===== config.mk =====
export PLATFORM = sky130hd
export DESIGN_NAME = adc_gain_auto_ranging_flat
export DESIGN_NICKNAME = d
export VERILOG_FILES = /design/src/hdl/adc_gar_pkg.sv /design/src/hdl/adc_gar_if.sv /design/src/hdl/adc_gain_auto_ranging.sv /design/src/flat_wrapper.sv
export SDC_FILE = /design/constraint.sdc
export NUM_CORES = 1
export LEC_CHECK = 0
export BUFFER_PORTS_ARGS = -buffer_cell sky130_fd_sc_hd__buf_4
export CORE_ASPECT_RATIO = 0.7
export CORE_UTILIZATION = 56
export DETAILED_ROUTE_END_ITERATION = 7
export PLACE_DENSITY = 0.76
export SYNTH_ARGS = -nofsm -noshare
export SYNTH_HDL_FRONTEND = slang
export SYNTH_SLANG_ARGS = --single-unit

===== constraint.sdc =====
create_clock -name clk -period 10.82 [get_ports clk]
set_clock_uncertainty 0.1 [all_clocks]
set_input_delay 0.541 -clock clk [delete_from_list [all_inputs] [get_ports clk]]
set_output_delay 0.541 -clock clk [all_outputs]
set_load 0.05 [all_outputs]

===== src/hdl/adc_gar_pkg.sv =====
// ----------------------------------------------------------------------------
// adc_gar_pkg - shared types and constants for the gain auto-ranging block
// Word layouts, gain table and reset values used by the interfaces and RTL.
// ----------------------------------------------------------------------------
package adc_gar_pkg;

	localparam int unsigned STEPS     = 2;
	localparam int unsigned STEP_W    = 1;
	localparam int unsigned SLOTS     = 2 * STEPS;
	localparam int unsigned SLOT_W    = $clog2(SLOTS);
	localparam int unsigned SAMPLE_W  = 24;
	localparam int unsigned LEVELS    = 8;
	localparam int unsigned LEVEL_W   = 3;
	localparam int unsigned CODE_W    = 3;
	localparam int unsigned RAISE_MAX = LEVELS - 1;

	// 90 percent of full scale
	localparam logic [SAMPLE_W-1:0] THRESHOLD_RESET = 24'hE66666;
	// gain 32 after reset
	localparam logic [LEVEL_W-1:0]  RESET_LEVEL     = 3'd5;

	typedef logic [LEVEL_W-1:0] level_t;
	typedef logic [CODE_W-1:0]  code_t;
	typedef logic [SAMPLE_W-1:0] sample_t;

	typedef struct packed {
		logic               kind;
		logic [STEP_W-1:0]  step_index;
		sample_t            raw_sample;
	} in_word_t;

	typedef struct packed {
		code_t  gain_code;
		level_t gain_level;
		logic   overrange;
		logic   range_warning;
	} out_word_t;

	// amplifier select code for each gain level (gain 1 .. 128)
	function automatic code_t level_to_code(input level_t lvl);
		code_t c;
		case (lvl)
			3'd0:    c = 3'd5;
			3'd1:    c = 3'd7;
			3'd2:    c = 3'd4;
			3'd3:    c = 3'd6;
			3'd4:    c = 3'd1;
			3'd5:    c = 3'd3;
			3'd6:    c = 3'd0;
			default: c = 3'd2;
		endcase
		return c;
	endfunction

endpackage


===== src/hdl/adc_gar_if.sv =====
// ----------------------------------------------------------------------------
// adc_gar_if - valid/ready channels for the gain auto-ranging block
// One interface for sample words, one for result words.
// ----------------------------------------------------------------------------
interface adc_gar_in_if;
	logic                  valid;
	logic                  ready;
	adc_gar_pkg::in_word_t data;

	modport source (output valid, output data, input ready);
	modport sink   (input valid, input data, output ready);
endinterface

interface adc_gar_out_if;
	logic                   valid;
	logic                   ready;
	adc_gar_pkg::out_word_t data;

	modport source (output valid, output data, input ready);
	modport sink   (input valid, input data, output ready);
endinterface


===== src/hdl/adc_gain_auto_ranging.sv =====
// ----------------------------------------------------------------------------
// adc_gain_auto_ranging - amplifier gain auto-ranging for two converter channels
// Tracks one gain level per channel and step and adjusts it from raw samples.
// ----------------------------------------------------------------------------
// Usage:
//   sample : sink channel; each word carries kind (measure/reference),
//            step_index and a 24-bit raw_sample taken at the current gain.
//   result : source channel; one word per sample with the new gain_code,
//            gain_level, overrange and range_warning.
//   thr_we / thr_wdata : write the overrange threshold; change it only while
//            no word is in flight.
// Timing:
//   A sample word is registered in the input stage, then the decision is made in
//   combinational logic (seven shifted compares against the threshold and a table
//   lookup) and lands in the result register. One word is taken every cycle
//   while the result is not stalled; the gain store is written at the same edge
//   the result register loads, so consecutive words to the same slot see the
//   updated level without extra forwarding.
// Reset:
//   arst_n clears both stages, sets every slot to level 5 (gain 32, code 3)
//   and loads the threshold with 0xE66666.
// Stall:
//   While result.ready is low the result word holds; the input stage keeps
//   one more word, after which sample.ready drops until the result is taken.
// ----------------------------------------------------------------------------
module adc_gain_auto_ranging (
	input  logic                         clk,
	input  logic                         arst_n,
	input  logic                         thr_we,
	input  adc_gar_pkg::sample_t         thr_wdata,
	adc_gar_in_if.sink                   sample,
	adc_gar_out_if.source                result
);

	// threshold register
	adc_gar_pkg::sample_t thr_q;

	// input stage
	logic                  s1_valid_q;
	adc_gar_pkg::in_word_t s1_word_q;

	// result stage
	logic                   out_valid_q;
	adc_gar_pkg::out_word_t out_word_q;

	// gain level per slot (slot = kind * STEPS + step)
	adc_gar_pkg::level_t level_q [adc_gar_pkg::SLOTS];

	logic                                s1_adv;
	logic [adc_gar_pkg::SLOT_W-1:0]      s1_slot;
	adc_gar_pkg::level_t                 cur_level;
	logic                                over;
	logic [adc_gar_pkg::RAISE_MAX-1:0]   fits;
	logic [adc_gar_pkg::LEVEL_W-1:0]     fit_count;
	logic [adc_gar_pkg::LEVEL_W-1:0]     headroom;
	logic [adc_gar_pkg::LEVEL_W-1:0]     raise;
	adc_gar_pkg::level_t                 new_level;
	adc_gar_pkg::out_word_t              new_word;

	// Advance the input stage when the result register is free or being taken
	assign s1_adv       = s1_valid_q && (!out_valid_q || result.ready);
	assign sample.ready = !s1_valid_q || s1_adv;

	assign result.valid = out_valid_q;
	assign result.data  = out_word_q;

	always_ff @(posedge clk or negedge arst_n) begin
		if (!arst_n) begin
			thr_q <= adc_gar_pkg::THRESHOLD_RESET;
		end else if (thr_we) begin
			thr_q <= thr_wdata;
		end
	end

	// Input register: hold the word until the result stage takes it
	always_ff @(posedge clk or negedge arst_n) begin
		if (!arst_n) begin
			s1_valid_q <= 1'b0;
		end else if (sample.ready) begin
			s1_valid_q <= sample.valid;
		end
	end

	always_ff @(posedge clk) begin
		if (sample.valid && sample.ready) begin
			s1_word_q <= sample.data;
		end
	end

	// Slot select; out-of-range steps wrap (STEPS is a power of two here)
	assign s1_slot = adc_gar_pkg::SLOT_W'(s1_word_q.kind) * adc_gar_pkg::SLOT_W'(adc_gar_pkg::STEPS)
		+ adc_gar_pkg::SLOT_W'(s1_word_q.step_index % adc_gar_pkg::STEPS);
	assign cur_level = level_q[s1_slot];

	assign over = s1_word_q.raw_sample > thr_q;

	// Test every possible rise in parallel; the shifted sample only grows,
	// so the passing tests form a run from one upwards and their count is
	// the largest rise that stays under the threshold.
	always_comb begin
		for (int k = 1; k <= adc_gar_pkg::RAISE_MAX; k++) begin
			fits[k-1] = ({{adc_gar_pkg::RAISE_MAX{1'b0}}, s1_word_q.raw_sample} << k)
				< {{adc_gar_pkg::RAISE_MAX{1'b0}}, thr_q};
		end
	end

	assign fit_count = adc_gar_pkg::LEVEL_W'($countones(fits));
	assign headroom  = adc_gar_pkg::LEVEL_W'(adc_gar_pkg::RAISE_MAX) - cur_level;
	assign raise     = (fit_count < headroom) ? fit_count : headroom;

	always_comb begin
		if (over) begin
			// drop one level, hold at gain 1
			new_level = (cur_level != '0) ? cur_level - 1'b1 : cur_level;
		end else begin
			new_level = cur_level + raise;
		end
		new_word.gain_code     = adc_gar_pkg::level_to_code(new_level);
		new_word.gain_level    = new_level;
		new_word.overrange     = over;
		new_word.range_warning = over || (raise != '0);
	end

	// Result register and gain store advance together
	always_ff @(posedge clk or negedge arst_n) begin
		if (!arst_n) begin
			out_valid_q <= 1'b0;
			for (int i = 0; i < adc_gar_pkg::SLOTS; i++) begin
				level_q[i] <= adc_gar_pkg::RESET_LEVEL;
			end
		end else begin
			if (s1_adv) begin
				out_valid_q      <= 1'b1;
				level_q[s1_slot] <= new_level;
			end else if (result.ready) begin
				out_valid_q <= 1'b0;
			end
		end
	end

	always_ff @(posedge clk) begin
		if (s1_adv) begin
			out_word_q <= new_word;
		end
	end

	// ------------------------------------------------------------------------
	// Checks
	// ------------------------------------------------------------------------
	a_warn_covers_over: assert property (@(posedge clk) disable iff (!arst_n)
		result.valid |-> (!result.data.overrange || result.data.range_warning))
		else $error("overrange without range_warning");

	a_code_matches_level: assert property (@(posedge clk) disable iff (!arst_n)
		result.valid |->
			(result.data.gain_code == adc_gar_pkg::level_to_code(result.data.gain_level)))
		else $error("gain_code does not match gain_level");

	a_no_input_overrun: assert property (@(posedge clk) disable iff (!arst_n)
		(sample.valid && sample.ready) |-> (!s1_valid_q || s1_adv))
		else $error("sample word accepted over a held input word");

	a_stall_holds_stage: assert property (@(posedge clk) disable iff (!arst_n)
		(s1_valid_q && !s1_adv) |=> (s1_valid_q && $stable(s1_word_q)))
		else $error("input stage lost its word during a stall");

endmodule

===== src/flat_wrapper.sv =====
// flat-port wrapper written by rule: the top's interface ports become plain ports
module adc_gain_auto_ranging_flat 
  (clk, arst_n, thr_we, thr_wdata, sample_valid, sample_data, sample_ready, result_valid, result_data, result_ready);
  adc_gar_in_if sample_i ();
  adc_gar_out_if result_i ();
  input  logic clk;
  input  logic arst_n;
  input  logic thr_we;
  input  adc_gar_pkg::sample_t thr_wdata;
  input wire logic [$bits(sample_i.valid)-1:0] sample_valid;
  input wire logic [$bits(sample_i.data)-1:0] sample_data;
  output wire logic [$bits(sample_i.ready)-1:0] sample_ready;
  output wire logic [$bits(result_i.valid)-1:0] result_valid;
  output wire logic [$bits(result_i.data)-1:0] result_data;
  input wire logic [$bits(result_i.ready)-1:0] result_ready;
  assign sample_i.valid = sample_valid;
  assign sample_i.data = sample_data;
  assign sample_ready = sample_i.ready;
  assign result_valid = result_i.valid;
  assign result_data = result_i.data;
  assign result_i.ready = result_ready;
  adc_gain_auto_ranging u_core (.clk(clk), .arst_n(arst_n), .thr_we(thr_we), .thr_wdata(thr_wdata), .sample(sample_i), .result(result_i));
endmodule

==> results.md <==
- The post-route cell area is 0.00748 mm2.
- The remaining max-slew budget at the tightest pin is 56.2%.
- The die covers 0.0122 mm2.
- The design draws 1.15 mW.
- In the synthesized netlist, the cells that appear most often are sky130_fd_sc_hd__ha_1, sky130_fd_sc_hd__nand2_1, sky130_fd_sc_hd__a21oi_1, sky130_fd_sc_hd__o21ai_0, sky130_fd_sc_hd__inv_1.
- The wire length of the first global-routing pass is 28200 um.
- The biggest area consumer among synthesized cells is sky130_fd_sc_hd__ha_1.
- In this run the cell area measured after placement is 0.00721 mm2.
- Gates resized during post-CTS repair numbered 0.
- The initial antenna violation count is 0.
- After synthesis, the cell types taking the most area are sky130_fd_sc_hd__ha_1, sky130_fd_sc_hd__edfxtp_1, sky130_fd_sc_hd__dfstp_2.
- The later pin in the worst-skew pair is clocked with a latency of 340 ps.
- In this run the core area contains 32 standard-cell rows.
- In this run, distinct cell masters in the synthesized netlist total 52.
- Derived from the worst setup path, the maximum achievable clock frequency is 160 MHz.
- The worst reg2reg path startpoint is u_core.thr_q[9]$_DFFE_PN1P_.
- The sequential cell area fraction in the yosys report is 30.4%.
- The total setup violations reported at the end of the flow is 0.
- The fraction of layout instances using a drive strength above 1 is 16.9%.
- At the end of the flow the core is filled with cells to 66.7%.
- The count of pins on the block boundary is 65.
- The class of the most critical setup path is register to register.
- The critical path starts at u_core.thr_q[9]$_DFFE_PN1P_.
- Once the clock tree was built, the setup fixing pass inserted 0 buffers.
- The number of buffers inserted during clock tree synthesis is 9.
- After detailed routing, the average wire length per cell comes to 19.9 um.
- The count of endpoints failing hold in the final timing report is 0.
- The global route total overflow is 0.
- The number of nets handed over by synthesis was 876.
- The number of pins exceeding their max-slew limit in the final report is 0.
- Detailed placement finished with a half-perimeter wire length of 13000 um.
- After routing, the total negative slack on setup checks comes to 0 ps.
- The met2 track demand over resource is 47.0%.
- During placement, the flow inserted port buffers numbering 64.
- Global routing used 30.0% of the available tracks across all layers.
- In this run the biggest area consumer among cell types represents 33.5% of the synthesized area.
- The most used flip-flop cell after synthesis is sky130_fd_sc_hd__edfxtp_1.
- The worst-case IR drop observed on VDD is 0.000135 V.
- The number of detailed-routing iterations run before antenna repair is 4.
- The width of the die is 132 um.
- The startpoint type of the worst setup path is a register.
- The synthesis-stage register bit count is 72.
- The floorplan core area is 0.0112 mm2.
- The total standard cell area after synthesis is 0.00658 mm2.
- Data on the critical path arrives at its endpoint at 6390 ps.
- Across the run, the number of max-cap violations was 0.
- The overall die height is 92.7 um.
- The register clock-pin slew on the reported worst setup and hold paths is 70 ps.
- Setup repair after global routing left no endpoint under its margin.
- The met3 usage is 5.75%.
- After the last flow step, the layout net total stands at 945.
- Of all nets on the critical path, the largest fanout is 9.
- The number of enable flip-flop cells after synthesis is 34.
- In this run the clock root is driven by a sky130_fd_sc_hd__clkbuf_16.
- The total number of clock tree sinks is 72.
- The critical path data required time is 10950 ps.
- The placer's final routability congestion estimate is 0.914.
- The flow ran to the end, and the final reports show no timing, DRC or antenna violations.
- The worst-margin pin slew is 651 ps.
- The detail route stage leaves a number of antenna-violating nets equal to 0.
- The path class of the lowest-slack min-delay path is input port to async pin.
- The layout-stage area growth over the synthesis result is 13.7%.
- Dividing the detail-routed via count by the number of cells gives 6.23.
- The leading cell type by number of instances after synthesis is sky130_fd_sc_hd__ha_1.
- After synthesis, the share of flip-flops with an asynchronous set or reset is 52.8%.
- The total routed wirelength is 17300 um.
- For this run, global-route usage on met1 was measured as 42.0%.
- For this block, the via count after detailed routing is 5407.
- In the synthesized netlist, the number of instances is 641.
- Leaving out filler cells and counting taps, the final layout contains 868.
- After the first detailed-routing iteration, the DRC count stood at 310.
- Entering global routing, the biggest net connects 48 pins.
- The power density relative to cell area is 154 mW/mm2.
- The mean instance size in the synthesized netlist is 10.3 um2.
- TritonCTS built the clock tree.
- After clock tree synthesis, the flow added hold-fix buffers numbering 0.
- Of the available clock period, the critical path in the final layout requires 57.9%.
- The smallest clock period supported by the final layout is computed as 6260 ps.
- No sink is reached through more buffers than the 2 on the longest clock path.
- The placed instance count is 852.
- The endpoint kind of the worst setup timing path is a register.
- Once the floorplan was initialized, standard cells occupied 58.7% of the core.
- The number of antenna diodes in the final layout is 0.
- The CTS H-tree depth is 3.
- The count of unresolved DRC violations after routing is 0.
- The via count of the first global-routing pass is 5458.
- met2 is the most crowded layer.
- The count of filler cells inserted in the layout is 916.
- The analysis attributes to cell leakage a power of 3.50 nW.
- The Yosys step of the flow raised 0 warnings.
[sequential cells by signal, summed over array words and instances (netlist names)]
register,count
u_core.s1_word_q,26
u_core.level_q,12
u_core.result.data,8
u_core.thr_q,24
u_core.s1_valid_q,1
u_core.result.valid,1
[metal layers]
layer	wire [um]	share of wire, %	vias up
met4	267	1.5	0
met2	7550	44	204
li1	-	-	2580
met1	8180	47	2595
met5	0	0	-
met3	1260	7.3	28
[per-stage QoR]
stage / setup WS [ps] / hold WS, ps
detailed placement: 4610 / 398
finish: 4560 / 71.5
floorplan: 5260 / 145
CTS: 4570 / 81.7
global placement: 4740 / 372
global route: 4220 / 110
[cell families after synthesis]
group	count (synthesis)	share of synthesized area, %
compound gates	173	16.2
flops	72	30.4
buf+inv	48	3.10
fa+ha+maj	180	34.7
mux	23	4.37
simple gates	142	10.9
xor+xnor	3	0.399
[area by class of cell]
type | instances | area (um2) | area share (%)
Multi-Input combinational cell | 521 | 4380 | 58.5
Clock inverter | 6 | 45.0 | 0.602
Tap cell | 153 | 191 | 2.56
Clock buffer | 10 | 229 | 3.06
Inverter | 41 | 154 | 2.06
Timing Repair Buffer | 65 | 488 | 6.52
Sequential cell | 72 | 2000 | 26.7
[worst max-delay path, cell delays in order, from the launching register on]
cell	delay, ps
sky130_fd_sc_hd__dfstp_2	510
sky130_fd_sc_hd__inv_1	200
sky130_fd_sc_hd__ha_1	280
sky130_fd_sc_hd__or4_1	550
sky130_fd_sc_hd__a211oi_1	220
sky130_fd_sc_hd__o21ai_1	100
sky130_fd_sc_hd__a21oi_1	210
sky130_fd_sc_hd__o31a_1	160
sky130_fd_sc_hd__ha_1	230
sky130_fd_sc_hd__inv_1	80
sky130_fd_sc_hd__fa_1	440
sky130_fd_sc_hd__inv_1	90
sky130_fd_sc_hd__ha_1	140
sky130_fd_sc_hd__inv_1	50
sky130_fd_sc_hd__fa_1	510
sky130_fd_sc_hd__inv_1	50
sky130_fd_sc_hd__ha_1	260
sky130_fd_sc_hd__o21ai_1	80
sky130_fd_sc_hd__a21oi_1	90
sky130_fd_sc_hd__nor2_1	210
sky130_fd_sc_hd__mux2_4	340
sky130_fd_sc_hd__ha_1	190
sky130_fd_sc_hd__fa_1	440
sky130_fd_sc_hd__mux2_2	330
sky130_fd_sc_hd__mux2_2	280
[report_power, final]
| group | total [mW] | switching (mW) | internal [mW] |
|---|---|---|---|
| Sequential | 0.399 | 0.0373 | 0.362 |
| Combinational | 0.465 | 0.271 | 0.194 |
| Clock | 0.285 | 0.128 | 0.156 |
| Total | 1.15 | 0.436 | 0.713 |
[layout by cell type (no fill, tap or decap), types with 3 or more instances in the layout]
master	instances
sky130_fd_sc_hd__o21ai_0	47
sky130_fd_sc_hd__nand2_1	50
sky130_fd_sc_hd__edfxtp_1	34
sky130_fd_sc_hd__a21oi_1	47
sky130_fd_sc_hd__o21a_1	7
sky130_fd_sc_hd__nor2b_1	6
sky130_fd_sc_hd__nor4_1	6
sky130_fd_sc_hd__buf_4	65
sky130_fd_sc_hd__mux2_2	11
sky130_fd_sc_hd__dfstp_2	21
sky130_fd_sc_hd__ha_1	176
sky130_fd_sc_hd__nand4_1	19
sky130_fd_sc_hd__nand2b_1	8
sky130_fd_sc_hd__clkbuf_16	9
sky130_fd_sc_hd__a31oi_1	3
sky130_fd_sc_hd__a21o_1	27
sky130_fd_sc_hd__nor2_1	19
sky130_fd_sc_hd__o21ai_1	8
sky130_fd_sc_hd__o211ai_1	4
sky130_fd_sc_hd__clkinvlp_4	3
sky130_fd_sc_hd__mux2i_1	7
sky130_fd_sc_hd__nor3_1	8
sky130_fd_sc_hd__dfrtp_1	17
sky130_fd_sc_hd__a211oi_1	8
sky130_fd_sc_hd__or4_1	5
sky130_fd_sc_hd__nand3_1	11
sky130_fd_sc_hd__fa_1	4
sky130_fd_sc_hd__a2111oi_0	9
sky130_fd_sc_hd__inv_1	39
[worst paths after layout]
path | depth (start not counted) | end | slack (ps)
worst max-delay path | 24 | u_core.level_q[1]$_DFFE_PN0P_ | 4560
worst min-delay path | 1 | u_core.thr_q[3]$_DFFE_PN0P_ | 70
worst max register to register | 24 | u_core.level_q[1]$_DFFE_PN0P_ | 4560
worst min register to register | 1 | u_core.level_q[4]$_DFFE_PN0P_ | 410
max in group asynchronous | 1 | u_core.level_q[5]$_DFFE_PN1P_ | 10180
min in group clk | 1 | u_core.s1_word_q[4]$_DFFE_PP_ | 270
(Power assumes the default switching activity.)
